**config.mk**
```make
export PLATFORM = sky130hd
export DESIGN_NAME = multichannel_adpcm_block_decoder_core_flat
export DESIGN_NICKNAME = d
export VERILOG_FILES = /design/src/rtl/mcadpcm_pkg.sv /design/src/rtl/mcadpcm_req_if.sv /design/src/rtl/mcadpcm_rsp_if.sv /design/src/rtl/multichannel_adpcm_block_decoder_core.sv /design/src/rtl/mcadpcm_mac.sv /design/src/rtl/mcadpcm_chan.sv /design/src/flat_wrapper.sv
export SDC_FILE = /design/constraint.sdc
export NUM_CORES = 1
export LEC_CHECK = 0
export ABC_AREA = 1
export CORE_MARGIN = 2
export CORE_UTILIZATION = 25
export CTS_BUF_LIST = sky130_fd_sc_hd__clkbuf_8
export CTS_CLUSTER_SIZE = 28
export DETAILED_ROUTE_END_ITERATION = 10
export DONT_BUFFER_PORTS = 1
export GPL_ROUTABILITY_DRIVEN = 0
export PLACE_DENSITY = 0.43
export SYNTH_ARGS = -nofsm -noshare
export SYNTH_HDL_FRONTEND = slang
export SYNTH_SLANG_ARGS = --single-unit
```
**constraint.sdc**
```tcl
create_clock -name clock -period 20.7 [get_ports clock]
set_clock_uncertainty 0.15 [all_clocks]
set_input_delay 3.105 -clock clock [delete_from_list [all_inputs] [get_ports clock]]
set_output_delay 3.105 -clock clock [all_outputs]
set_load 0.03 [all_outputs]
```
**src/rtl/mcadpcm_pkg.sv**
```systemverilog
// ---------------------------------------------------------------------------
// mcadpcm_pkg: shared types and constants of the multichannel ADPCM decoder
// Field widths, predictor coefficient table and control bundles used by the
// core, the channel state file and the shared multiply-accumulate unit.
// ---------------------------------------------------------------------------
package mcadpcm_pkg;

   // Payload field widths
   localparam int BYTE_W   = 8;
   localparam int NIB_W    = 4;
   localparam int SAMPLE_W = 16;
   localparam int CHAN_W   = 3;
   localparam int CNT_W    = 4;

   // Per-channel state widths
   localparam int COEF_W  = 10;
   localparam int SHIFT_W = 5;
   localparam int PROD_W  = SAMPLE_W + COEF_W;
   localparam int ACC_W   = 36;

   // Decode constants
   localparam int SHIFT_BIAS = 8;
   localparam int SHIFT_BASE = 28;
   localparam int ROUND_BIAS = 'h80;
   localparam int FRAC_BITS  = 8;
   localparam int SAMPLE_MAX = 32767;
   localparam int SAMPLE_MIN = -32768;
   localparam int COEF2_OFS  = 4;
   localparam int COEF_IDX_W = 5;

   // Default configuration
   localparam int MAX_CHANNELS_DEF   = 8;
   localparam int ROWS_PER_BLOCK_DEF = 15;

   // Shared arithmetic unit control
   typedef struct packed {
      logic load;    // start a decode: product of first tap, load code term
      logic accum;   // product of second tap, fold previous product
   } mac_ctl_type;

   // Channel state file write controls
   typedef struct packed {
      logic clear;   // zero every channel's history, coefficients and shift
      logic hdr_we;  // header byte: coefficients and shift
      logic pend_we; // hold the low nibble of a data byte
      logic smp_we;  // shift history: prev <= cur, cur <= new sample
   } chan_ctl_type;

   // Predictor coefficient table, twenty entries
   function automatic logic signed [COEF_W-1:0] coef_lookup(input logic [COEF_IDX_W-1:0] idx);
      logic signed [COEF_W-1:0] c;
      unique case (idx)
         5'd0:    c = 10'sd0;
         5'd1:    c = 10'sd240;
         5'd2:    c = 10'sd460;
         5'd3:    c = 10'sd392;
         5'd4:    c = 10'sd0;
         5'd5:    c = 10'sd0;
         5'd6:    c = -10'sd208;
         5'd7:    c = -10'sd220;
         5'd8:    c = 10'sd0;
         5'd9:    c = 10'sd1;
         5'd10:   c = 10'sd3;
         5'd11:   c = 10'sd4;
         5'd12:   c = 10'sd7;
         5'd13:   c = 10'sd8;
         5'd14:   c = 10'sd10;
         5'd15:   c = 10'sd11;
         5'd16:   c = 10'sd0;
         5'd17:   c = -10'sd1;
         5'd18:   c = -10'sd3;
         5'd19:   c = -10'sd4;
         default: c = 10'sd0;
      endcase
      return c;
   endfunction

endpackage

```
**src/rtl/mcadpcm_req_if.sv**
```systemverilog
// ---------------------------------------------------------------------------
// mcadpcm_req_if: compressed byte request channel
// Valid/ready handshake carrying one stream byte per request.
// ---------------------------------------------------------------------------
interface mcadpcm_req_if import mcadpcm_pkg::*; ();
   logic              valid;
   logic              ready;
   logic [BYTE_W-1:0] in_byte;

   modport source (output valid, output in_byte, input ready);
   modport sink   (input valid, input in_byte, output ready);
endinterface

```
**src/rtl/mcadpcm_rsp_if.sv**
```systemverilog
// ---------------------------------------------------------------------------
// mcadpcm_rsp_if: decoded sample response channel
// Valid/ready handshake carrying one PCM sample with its channel and a
// marker on the final sample of a request.
// ---------------------------------------------------------------------------
interface mcadpcm_rsp_if import mcadpcm_pkg::*; ();
   logic                       valid;
   logic                       ready;
   logic signed [SAMPLE_W-1:0] sample;
   logic [CHAN_W-1:0]          channel;
   logic                       last;

   modport source (output valid, output sample, output channel, output last, input ready);
   modport sink   (input valid, input sample, input channel, input last, output ready);
endinterface

```
**src/rtl/multichannel_adpcm_block_decoder_core.sv**
```systemverilog
// ---------------------------------------------------------------------------
// multichannel_adpcm_block_decoder_core: multichannel block ADPCM decoder
// Sequencer that walks header and data rows and drives one shared
// multiply-accumulate unit, one decode after another, into a response
// register.
// ---------------------------------------------------------------------------
// Header-row request: accepted and applied, no response.
// Data-row request: three steps in the shared multiplier (first tap,
// second tap, clip); the last channel of a row then runs the same three
// steps for each held low nibble of the row.
// A stalled response register holds the sequencer in its clip step.
// Reset (synchronous) sets channel count to 1 and zeroes channel history, coefficients and shift.
// ---------------------------------------------------------------------------
module multichannel_adpcm_block_decoder_core import mcadpcm_pkg::*; #(
   parameter int MAX_CHANNELS   = MAX_CHANNELS_DEF,
   parameter int ROWS_PER_BLOCK = ROWS_PER_BLOCK_DEF
) (
   input  logic               clock,
   input  logic               reset,
   mcadpcm_req_if.sink        req_if,
   mcadpcm_rsp_if.source      rsp_if,
   input  logic               csr_we,
   input  logic [CNT_W-1:0]   csr_wdata
);

   localparam int CH_W  = (MAX_CHANNELS > 1) ? $clog2(MAX_CHANNELS) : 1;
   localparam int ROW_W = $clog2(ROWS_PER_BLOCK);

   // Sequencer states
   localparam logic [1:0] ST_IDLE = 2'd0;
   localparam logic [1:0] ST_MUL1 = 2'd1;
   localparam logic [1:0] ST_MUL2 = 2'd2;
   localparam logic [1:0] ST_EMIT = 2'd3;

   logic [1:0]       state_ff, state_in;
   logic [ROW_W-1:0] row_ff, row_in;
   logic [CH_W-1:0]  ch_ff, ch_in;
   logic [CH_W-1:0]  last_ch_ff, last_ch_in;
   logic [CH_W-1:0]  dch_ff, dch_in;
   logic             low_ff, low_in;
   logic             wrap_ff, wrap_in;
   logic [NIB_W-1:0] code_ff, code_in;

   logic                       rsp_valid_ff, rsp_valid_in;
   logic signed [SAMPLE_W-1:0] rsp_sample_ff, rsp_sample_in;
   logic [CHAN_W-1:0]          rsp_channel_ff, rsp_channel_in;
   logic                       rsp_last_ff, rsp_last_in;

   logic         req_fire;
   logic         out_free;
   logic         emit;
   logic         row_end;
   chan_ctl_type chan_ctl;
   mac_ctl_type  mac_ctl;

   logic signed [SAMPLE_W-1:0] rd_cur;
   logic signed [SAMPLE_W-1:0] rd_prev;
   logic signed [COEF_W-1:0]   rd_coef1;
   logic signed [COEF_W-1:0]   rd_coef2;
   logic [SHIFT_W-1:0]         rd_shift;
   logic [NIB_W-1:0]           rd_pend;
   logic signed [SAMPLE_W-1:0] mac_sample;
   logic signed [SAMPLE_W-1:0] mul_a;
   logic signed [COEF_W-1:0]   mul_b;
   logic [NIB_W-1:0]           mac_code;

   assign req_if.ready = (state_ff == ST_IDLE);
   assign req_fire     = req_if.valid && req_if.ready;
   assign out_free     = !rsp_valid_ff || rsp_if.ready;
   assign emit         = (state_ff == ST_EMIT) && out_free;
   assign row_end      = (ch_ff == last_ch_ff);

   // Channel state file
   mcadpcm_chan #(
      .MAX_CHANNELS (MAX_CHANNELS),
      .CH_W         (CH_W)
   ) u_chan (
      .clock    (clock),
      .reset    (reset),
      .ctl      (chan_ctl),
      .wr_ch    (ch_ff),
      .wr_byte  (req_if.in_byte),
      .rd_ch    (dch_ff),
      .smp_data (mac_sample),
      .rd_cur   (rd_cur),
      .rd_prev  (rd_prev),
      .rd_coef1 (rd_coef1),
      .rd_coef2 (rd_coef2),
      .rd_shift (rd_shift),
      .rd_pend  (rd_pend)
   );

   // Feed the shared unit: first tap, then second tap
   always_comb begin
      mac_ctl.load  = (state_ff == ST_MUL1);
      mac_ctl.accum = (state_ff == ST_MUL2);
      mul_a         = (state_ff == ST_MUL2) ? rd_prev : rd_cur;
      mul_b         = (state_ff == ST_MUL2) ? rd_coef2 : rd_coef1;
      mac_code      = low_ff ? rd_pend : code_ff;
   end

   mcadpcm_mac u_mac (
      .clock  (clock),
      .ctl    (mac_ctl),
      .mul_a  (mul_a),
      .mul_b  (mul_b),
      .code   (mac_code),
      .shift  (rd_shift),
      .sample (mac_sample)
   );

   // Channel state writes
   always_comb begin
      chan_ctl.clear   = csr_we;
      chan_ctl.hdr_we  = req_fire && (row_ff == '0);
      chan_ctl.pend_we = req_fire && (row_ff != '0);
      chan_ctl.smp_we  = emit;
   end

   // Sequencer, row/channel position and channel count
   always_comb begin
      state_in   = state_ff;
      row_in     = row_ff;
      ch_in      = ch_ff;
      last_ch_in = last_ch_ff;
      dch_in     = dch_ff;
      low_in     = low_ff;
      wrap_in    = wrap_ff;
      code_in    = code_ff;

      if (csr_we) begin
         row_in = '0;
         ch_in  = '0;
         if (csr_wdata == '0) begin
            last_ch_in = '0;
         end else if (int'(csr_wdata) > MAX_CHANNELS) begin
            last_ch_in = CH_W'(MAX_CHANNELS - 1);
         end else begin
            last_ch_in = CH_W'(csr_wdata - CNT_W'(1));
         end
      end else if (req_fire) begin
         // Advance the stream position on every request
         if (row_end) begin
            ch_in = '0;
            if (row_ff == ROW_W'(ROWS_PER_BLOCK - 1)) begin
               row_in = '0;
            end else begin
               row_in = row_ff + ROW_W'(1);
            end
         end else begin
            ch_in = ch_ff + CH_W'(1);
         end
         // Start the high-nibble decode on a data row
         if (row_ff != '0) begin
            code_in  = req_if.in_byte[BYTE_W-1:NIB_W];
            dch_in   = ch_ff;
            low_in   = 1'b0;
            wrap_in  = row_end;
            state_in = ST_MUL1;
         end
      end

      unique case (state_ff)
         ST_MUL1: state_in = ST_MUL2;
         ST_MUL2: state_in = ST_EMIT;
         ST_EMIT: begin
            if (emit) begin
               if (!low_ff && !wrap_ff) begin
                  state_in = ST_IDLE;
               end else if (!low_ff) begin
                  low_in   = 1'b1;
                  dch_in   = '0;
                  state_in = ST_MUL1;
               end else if (dch_ff == last_ch_ff) begin
                  low_in   = 1'b0;
                  state_in = ST_IDLE;
               end else begin
                  dch_in   = dch_ff + CH_W'(1);
                  state_in = ST_MUL1;
               end
            end
         end
         default: ;
      endcase
   end

   // Response register: load on emit, drop when taken
   always_comb begin
      rsp_valid_in   = rsp_valid_ff;
      rsp_sample_in  = rsp_sample_ff;
      rsp_channel_in = rsp_channel_ff;
      rsp_last_in    = rsp_last_ff;
      if (rsp_if.ready) begin
         rsp_valid_in = 1'b0;
      end
      if (emit) begin
         rsp_valid_in   = 1'b1;
         rsp_sample_in  = mac_sample;
         rsp_channel_in = CHAN_W'(dch_ff);
         rsp_last_in    = low_ff ? (dch_ff == last_ch_ff) : !wrap_ff;
      end
   end

   always_ff @(posedge clock) begin
      if (reset) begin
         state_ff     <= ST_IDLE;
         row_ff       <= '0;
         ch_ff        <= '0;
         last_ch_ff   <= '0;
         dch_ff       <= '0;
         low_ff       <= 1'b0;
         wrap_ff      <= 1'b0;
         rsp_valid_ff <= 1'b0;
      end else begin
         state_ff     <= state_in;
         row_ff       <= row_in;
         ch_ff        <= ch_in;
         last_ch_ff   <= last_ch_in;
         dch_ff       <= dch_in;
         low_ff       <= low_in;
         wrap_ff      <= wrap_in;
         rsp_valid_ff <= rsp_valid_in;
      end
   end

   always_ff @(posedge clock) begin
      code_ff        <= code_in;
      rsp_sample_ff  <= rsp_sample_in;
      rsp_channel_ff <= rsp_channel_in;
      rsp_last_ff    <= rsp_last_in;
   end

   assign rsp_if.valid   = rsp_valid_ff;
   assign rsp_if.sample  = rsp_sample_ff;
   assign rsp_if.channel = rsp_channel_ff;
   assign rsp_if.last    = rsp_last_ff;

   // A data-row request always starts the shared unit
   a_data_starts: assert property (@(posedge clock) disable iff (reset)
      req_fire && (row_ff != '0) |=> (state_ff == ST_MUL1))
      else $error("data request did not start a decode");

   // The decode channel never passes the row's last channel
   a_dch_range: assert property (@(posedge clock) disable iff (reset)
      (state_ff != ST_IDLE) |-> (dch_ff <= last_ch_ff))
      else $error("decode channel beyond channel count");

   // Among low-nibble samples, only the row's final one carries last
   a_low_last: assert property (@(posedge clock) disable iff (reset)
      emit && low_ff && (dch_ff != last_ch_ff) |=> !rsp_last_ff)
      else $error("last set on an inner low-nibble sample");

   // Row position stays inside the block
   a_row_range: assert property (@(posedge clock) disable iff (reset)
      int'(row_ff) < ROWS_PER_BLOCK)
      else $error("row index out of range");

endmodule

```
**src/rtl/mcadpcm_mac.sv**
```systemverilog
// ---------------------------------------------------------------------------
// mcadpcm_mac: shared predictor multiply-accumulate unit
// One 16x10 signed multiplier and one wide adder, reused for both predictor
// taps of every decode; output is the rounded, floored and clipped sample.
// ---------------------------------------------------------------------------
module mcadpcm_mac import mcadpcm_pkg::*; (
   input  logic                       clock,
   input  mac_ctl_type                ctl,
   input  logic signed [SAMPLE_W-1:0] mul_a,
   input  logic signed [COEF_W-1:0]   mul_b,
   input  logic [NIB_W-1:0]           code,
   input  logic [SHIFT_W-1:0]         shift,
   output logic signed [SAMPLE_W-1:0] sample
);

   localparam int Q_W = ACC_W - FRAC_BITS;
   localparam logic signed [Q_W-1:0] Q_MAX = Q_W'(SAMPLE_MAX);
   localparam logic signed [Q_W-1:0] Q_MIN = Q_W'(SAMPLE_MIN);

   logic signed [PROD_W-1:0] prod_ff, prod_in;
   logic signed [ACC_W-1:0]  acc_ff, acc_in;
   logic signed [ACC_W-1:0]  code_ext;
   logic signed [ACC_W-1:0]  code_term;
   logic [SHIFT_W-1:0]       shamt;
   logic signed [ACC_W-1:0]  total;
   logic signed [Q_W-1:0]    quot;

   // Scale the sign-extended code: code * 2^(28 - shift)
   always_comb begin
      code_ext = {{(ACC_W-NIB_W){code[NIB_W-1]}}, code};
      if (shift > SHIFT_W'(SHIFT_BASE)) begin
         shamt = '0;
      end else begin
         shamt = SHIFT_W'(SHIFT_BASE) - shift;
      end
      code_term = code_ext <<< shamt;
   end

   // Multiply one tap, accumulate the previous one
   always_comb begin
      prod_in = prod_ff;
      acc_in  = acc_ff;
      if (ctl.load) begin
         prod_in = mul_a * mul_b;
         acc_in  = code_term + ACC_W'(ROUND_BIAS);
      end else if (ctl.accum) begin
         prod_in = mul_a * mul_b;
         acc_in  = acc_ff + {{(ACC_W-PROD_W){prod_ff[PROD_W-1]}}, prod_ff};
      end
   end

   always_ff @(posedge clock) begin
      prod_ff <= prod_in;
      acc_ff  <= acc_in;
   end

   // Fold the last product, floor-divide by 256 and clip
   always_comb begin
      total = acc_ff + {{(ACC_W-PROD_W){prod_ff[PROD_W-1]}}, prod_ff};
      quot  = total[ACC_W-1:FRAC_BITS];
      if (quot > Q_MAX) begin
         sample = SAMPLE_W'(SAMPLE_MAX);
      end else if (quot < Q_MIN) begin
         sample = SAMPLE_W'(SAMPLE_MIN);
      end else begin
         sample = quot[SAMPLE_W-1:0];
      end
   end

endmodule

```
**src/rtl/mcadpcm_chan.sv**
```systemverilog
// ---------------------------------------------------------------------------
// mcadpcm_chan: per-channel decoder state file
// Sample history, predictor coefficients, shift and held low nibble for each
// channel; one write channel for header and nibble, one read channel that
// also takes the sample history update.
// ---------------------------------------------------------------------------
module mcadpcm_chan import mcadpcm_pkg::*; #(
   parameter int MAX_CHANNELS = MAX_CHANNELS_DEF,
   parameter int CH_W         = 3
) (
   input  logic                       clock,
   input  logic                       reset,
   input  chan_ctl_type               ctl,
   input  logic [CH_W-1:0]            wr_ch,
   input  logic [BYTE_W-1:0]          wr_byte,
   input  logic [CH_W-1:0]            rd_ch,
   input  logic signed [SAMPLE_W-1:0] smp_data,
   output logic signed [SAMPLE_W-1:0] rd_cur,
   output logic signed [SAMPLE_W-1:0] rd_prev,
   output logic signed [COEF_W-1:0]   rd_coef1,
   output logic signed [COEF_W-1:0]   rd_coef2,
   output logic [SHIFT_W-1:0]         rd_shift,
   output logic [NIB_W-1:0]           rd_pend
);

   logic signed [SAMPLE_W-1:0] cur_ff   [MAX_CHANNELS];
   logic signed [SAMPLE_W-1:0] prev_ff  [MAX_CHANNELS];
   logic signed [COEF_W-1:0]   coef1_ff [MAX_CHANNELS];
   logic signed [COEF_W-1:0]   coef2_ff [MAX_CHANNELS];
   logic [SHIFT_W-1:0]         shift_ff [MAX_CHANNELS];
   logic [NIB_W-1:0]           pend_ff  [MAX_CHANNELS];

   logic [NIB_W-1:0]      hi_nib;
   logic [NIB_W-1:0]      lo_nib;
   logic [COEF_IDX_W-1:0] idx1;
   logic [COEF_IDX_W-1:0] idx2;

   // Split the header byte into table index and shift
   always_comb begin
      hi_nib = wr_byte[BYTE_W-1:NIB_W];
      lo_nib = wr_byte[NIB_W-1:0];
      idx1   = COEF_IDX_W'(hi_nib);
      idx2   = COEF_IDX_W'(hi_nib) + COEF_IDX_W'(COEF2_OFS);
   end

   // Update history and header fields, clear on reset or reconfiguration
   always_ff @(posedge clock) begin
      if (reset || ctl.clear) begin
         for (int i = 0; i < MAX_CHANNELS; i++) begin
            cur_ff[i]   <= '0;
            prev_ff[i]  <= '0;
            coef1_ff[i] <= '0;
            coef2_ff[i] <= '0;
            shift_ff[i] <= '0;
         end
      end else begin
         if (ctl.hdr_we) begin
            coef1_ff[wr_ch] <= coef_lookup(idx1);
            coef2_ff[wr_ch] <= coef_lookup(idx2);
            shift_ff[wr_ch] <= SHIFT_W'(lo_nib) + SHIFT_W'(SHIFT_BIAS);
         end
         if (ctl.smp_we) begin
            prev_ff[rd_ch] <= cur_ff[rd_ch];
            cur_ff[rd_ch]  <= smp_data;
         end
      end
   end

   // Hold the low nibble until the row ends
   always_ff @(posedge clock) begin
      if (ctl.pend_we) begin
         pend_ff[wr_ch] <= wr_byte[NIB_W-1:0];
      end
   end

   assign rd_cur   = cur_ff[rd_ch];
   assign rd_prev  = prev_ff[rd_ch];
   assign rd_coef1 = coef1_ff[rd_ch];
   assign rd_coef2 = coef2_ff[rd_ch];
   assign rd_shift = shift_ff[rd_ch];
   assign rd_pend  = pend_ff[rd_ch];

endmodule
```
**src/flat_wrapper.sv**
```systemverilog
// flat-port wrapper written by rule: the top's interface ports become plain ports
module multichannel_adpcm_block_decoder_core_flat import mcadpcm_pkg::*;
#(
   parameter int MAX_CHANNELS   = MAX_CHANNELS_DEF,
   parameter int ROWS_PER_BLOCK = ROWS_PER_BLOCK_DEF
)
  (clock, reset, csr_we, csr_wdata, req_if_valid, req_if_in_byte, req_if_ready, rsp_if_valid, rsp_if_sample, rsp_if_channel, rsp_if_last, rsp_if_ready);
  mcadpcm_req_if req_if_i ();
  mcadpcm_rsp_if rsp_if_i ();
  input  logic clock;
  input  logic reset;
  input  logic csr_we;
  input  logic [CNT_W-1:0] csr_wdata;
  input wire logic [$bits(req_if_i.valid)-1:0] req_if_valid;
  input wire logic [$bits(req_if_i.in_byte)-1:0] req_if_in_byte;
  output wire logic [$bits(req_if_i.ready)-1:0] req_if_ready;
  output wire logic [$bits(rsp_if_i.valid)-1:0] rsp_if_valid;
  output wire logic [$bits(rsp_if_i.sample)-1:0] rsp_if_sample;
  output wire logic [$bits(rsp_if_i.channel)-1:0] rsp_if_channel;
  output wire logic [$bits(rsp_if_i.last)-1:0] rsp_if_last;
  input wire logic [$bits(rsp_if_i.ready)-1:0] rsp_if_ready;
  assign req_if_i.valid = req_if_valid;
  assign req_if_i.in_byte = req_if_in_byte;
  assign req_if_ready = req_if_i.ready;
  assign rsp_if_valid = rsp_if_i.valid;
  assign rsp_if_sample = rsp_if_i.sample;
  assign rsp_if_channel = rsp_if_i.channel;
  assign rsp_if_last = rsp_if_i.last;
  assign rsp_if_i.ready = rsp_if_ready;
  multichannel_adpcm_block_decoder_core #(.MAX_CHANNELS(MAX_CHANNELS), .ROWS_PER_BLOCK(ROWS_PER_BLOCK)) u_core (.clock(clock), .reset(reset), .req_if(req_if_i), .rsp_if(rsp_if_i), .csr_we(csr_we), .csr_wdata(csr_wdata));
endmodule
```
==> impl_metrics.yaml <==
hold_path:
  hold_end: "u_core.wrap_ff$_SDFFE_PP0P_"
  hold_path.class: "reg -> reg"
  hold_path_depth: 2
  worstHoldStart: "u_core.wrap_ff$_SDFFE_PP0P_"
floorplanning:
  ios: 39
  fp.dieH_um: 378
  initial_core_util_pct: 25.1
  fp.dieW_um: 378
  core_area_sq_mm: 0.139
  die_area_sq_mm: 0.143
  std_cell_rows: 137
routing:
  drt_drc_violations_left: 0
  routed_wirelength_um: 114000
  drt_pre_antenna_iters: 5
  routedWlPerCell_um: 20.7
  detailroute.via_count: 25400
  drt_iter0_drc: 1783
  vias_per_cell: 4.62
  ant_nets: 0
global_routing:
  grt_usage_pct: 16.0
  grt_antenna_before_repair: 5
  first_global_vias: 25900
  sum_of_overflow_across_all_layers_after_global_routing: 0
  first_pass_grt_wire_length_um: 170000
  pin_count_of_the_biggest_net_entering_global_routing: 102
final_layout:
  final_layout_size_suffix_gt1_share_pct: 11.2
  fin_cells: 5502
  layout.cells.most_common_list: "736 x sky130_fd_sc_hd__nand2_1, 574 x sky130_fd_sc_hd__edfxtp_1, 517 x sky130_fd_sc_hd__nor2_1"
  seqCellArea_sq_mm: 0.0176
  num-nets-final: 3809
  most_common_cell_after_layout_fill_and_taps_aside: "sky130_fd_sc_hd__nand2_1"
  finalCoreUtilization_pct: 28.0
  synthToLayoutAreaGrowth_pct: 11.6
  multi_input_area_sq_mm: 0.0150
  layout.filler_cells: 14800
sta:
  worst_slew_margin_rel_pct: 9.09
  maxSlewViolCount: 0
  number_of_hold_slack_violations_in_the_final_timing_report: 0
  post-route-period-util_pct: 43.9
  achievable-frequency_ghz: 0.110
  setup_repair_after_global_routing_missed_its_margin: "false"
  timing.setup.tns_ns: 0
  min_period_ns: 9.09
  timing_worst_slew_pin_value_ns: 1.35
  hold-worst-slack_ns: 0.313
  final_setup_violating_endpoints: 0
setup_path:
  worst_setup_path_end_kind: "flop"
  crit_path_start_kind: "flop"
  critical_path_class: "reg -> reg"
  crit_fanout: 48
  ff2ff_path_depth: 31
  worst_ep_required_time_ns: 21.09
  crit-reg2reg-capture: "u_core.u_mac.prod_ff[23]$_DFFE_PP_"
  max_stage_delay_ns: 0.73
  critPathSlowestCell: "sky130_fd_sc_hd__o21ai_1"
  cp_data_arrival_time_ns: 9.48
  rrSetupSlack_ns: 11.61
  worstReg2RegStart: "u_core.dch_ff[0]$_SDFF_PP0_"
logic_synthesis:
  postSynthRegisterBits: 592
  seq_area_frac_synth_pct: 50.4
  synthesis.instances: 3527
  synth_enable_flop_cells: 574
  async_flop_share_pct: 0
  synth-warning-count: 0
  mappedNetlistNets: 3795
  syn-mean-instance-area_sq_um: 9.89
  synth_top_flop_cell: "sky130_fd_sc_hd__edfxtp_1"
  cells_taking_the_most_area_after_synthesis: "sky130_fd_sc_hd__edfxtp_1 49%, sky130_fd_sc_hd__nand2_1 8.1%, sky130_fd_sc_hd__fa_1 8.0%, sky130_fd_sc_hd__nor2_1 5.6%, sky130_fd_sc_hd__inv_1 4.2%"
  post_synth_instance_area_sq_mm: 0.0349
  yosys.area.top_type: "sky130_fd_sc_hd__edfxtp_1"
  synth.top_cell.area_share_pct: 49.4
  synth.lib_cells_used.distinct: 64
clock_tree:
  tritoncts.num_buffers: 105
  cts_setup_buffers: 0
  clk-insertion-delay-late_ns: 0.82
  clock_tree.root_cell: "sky130_fd_sc_hd__clkbuf_8"
  post_cts_resize_count: 0
  ctsLongestPathBuffers: 3
  cts_tree: "done"
  path_clk_slew_ns: 0.06
  ctsHtreeMaxLevel: 3
  clock_sink_count: 592
  cts_hold_buffers: 0
outcome:
  run_status: "finished clean"
power:
  leakage_component_of_the_power_nw: 15.7
  vdd_drop_max_v: 0.0000432
  cellPowerDensity_mw_per_mm2: 73.1
  totalPowerFinal_mw: 2.85
place:
  hpwlAfterDp_um: 73200
  number_of_cells_after_detailed_placement: 5310
  portBuffers: 0
run:
  cap_viol_max_count: 0
-- registers in the layout, indices dropped and copies added (netlist names), 2 cells and up --
| name | cells |
|---|---|
| u_core.u_chan.cur_ff | 128 |
| u_core.u_chan.prev_ff | 128 |
| u_core.u_chan.coef1_ff | 80 |
| u_core.u_chan.coef2_ff | 80 |
| u_core.u_chan.shift_ff | 40 |
| u_core.u_mac.acc_ff | 36 |
| u_core.u_chan.pend_ff | 32 |
| u_core.u_mac.prod_ff | 26 |
| u_core.rsp_if.sample | 16 |
| u_core.code_ff | 4 |
| u_core.row_ff | 4 |
| u_core.ch_ff | 3 |
| u_core.dch_ff | 3 |
| u_core.last_ch_ff | 3 |
| u_core.rsp_if.channel | 3 |
| u_core.state_ff | 2 |
-- layout make-up --
class	instances	area share (%)
repair buffers	58	1.12
clock buffers	111	3.92
diodes	3	0.0193
multi-input cells	2367	38.5
well taps	1876	6.03
inverters	417	4.03
clock inverters	78	1.15
flip-flops and latches	592	45.2
-- Yosys cell counts (16+ instances only) --
master,number
sky130_fd_sc_hd__buf_2,50
sky130_fd_sc_hd__a221oi_1,53
sky130_fd_sc_hd__a22o_1,64
sky130_fd_sc_hd__nor2_1,518
sky130_fd_sc_hd__ha_1,111
sky130_fd_sc_hd__xnor2_1,23
sky130_fd_sc_hd__nand3_1,97
sky130_fd_sc_hd__dfxtp_1,18
sky130_fd_sc_hd__nand3_2,16
sky130_fd_sc_hd__a22oi_1,30
sky130_fd_sc_hd__inv_2,22
sky130_fd_sc_hd__inv_1,386
sky130_fd_sc_hd__o21ai_0,80
sky130_fd_sc_hd__xor2_1,36
sky130_fd_sc_hd__clkbuf_1,67
sky130_fd_sc_hd__edfxtp_1,574
sky130_fd_sc_hd__nor3_1,24
sky130_fd_sc_hd__nand4_1,49
sky130_fd_sc_hd__a21oi_1,119
sky130_fd_sc_hd__a21oi_2,83
sky130_fd_sc_hd__fa_1,140
sky130_fd_sc_hd__nand2_2,24
sky130_fd_sc_hd__nand2_1,752
-- layer usage --
| metal | wire length [um] | share of wire (%) | GRT usage [%] |
|---|---|---|---|
| met5 | 23 | 0.020 | 0 |
| met1 | 52900 | 46 | 22.1 |
| met2 | 52300 | 46 | 25.4 |
| met4 | 2620 | 2.3 | 4.33 |
| met3 | 6190 | 5.4 | 3.16 |
-- worst max path at each step --
stage / slack (ns) / startpoint / end
2_1_floorplan: 13.73 / u_core.dch_ff[1]$_SDFF_PP0_ / u_core.u_mac.prod_ff[21]$_DFFE_PP_
3_3_place_gp: 11.63 / u_core.dch_ff[0]$_SDFF_PP0_ / u_core.u_mac.prod_ff[23]$_DFFE_PP_
3_5_place_dp: 11.55 / u_core.dch_ff[0]$_SDFF_PP0_ / u_core.u_mac.prod_ff[23]$_DFFE_PP_
4_1_cts: 11.51 / u_core.dch_ff[0]$_SDFF_PP0_ / u_core.u_mac.prod_ff[23]$_DFFE_PP_
5_1_grt: 10.92 / u_core.dch_ff[0]$_SDFF_PP0_ / u_core.u_mac.prod_ff[23]$_DFFE_PP_
6_report: 11.61 / u_core.dch_ff[0]$_SDFF_PP0_ / u_core.u_mac.prod_ff[23]$_DFFE_PP_
-- logic make-up after synthesis --
| group | count (synthesis) | share of synthesized area, % |
|---|---|---|
| mux | 1 | 0.0394 |
| buf+inv | 568 | 6.74 |
| compound gates | 518 | 10.5 |
| xor+xnor | 59 | 1.48 |
| simple gates | 1538 | 18.8 |
| fa+ha+maj | 251 | 12.0 |
| flops | 592 | 50.4 |
-- per-stage QoR --
step	setup slack [ns]	cell area [sq um]
global route	10.92	38900
floorplan	13.73	34900
CTS	11.51	38900
finish	11.61	38900
global placement	11.63	37000
detailed placement	11.55	37000
-- report_power, final --
group	total, mW	internal, mW	switching, mW
combinational	0.403	0.114	0.289
clock	1.07	0.535	0.530
sequential	1.38	1.36	0.0147
total	2.85	2.01	0.834
-- critical path, delay by kind of cell, from the launching register on --
kind,cells,cell delay [ns]
compound gates,9,2.40
fa+ha+maj,6,2.80
buf+inv,7,1.71
flops,1,0.31
simple gates,9,1.36
(Power assumes the default switching activity.)
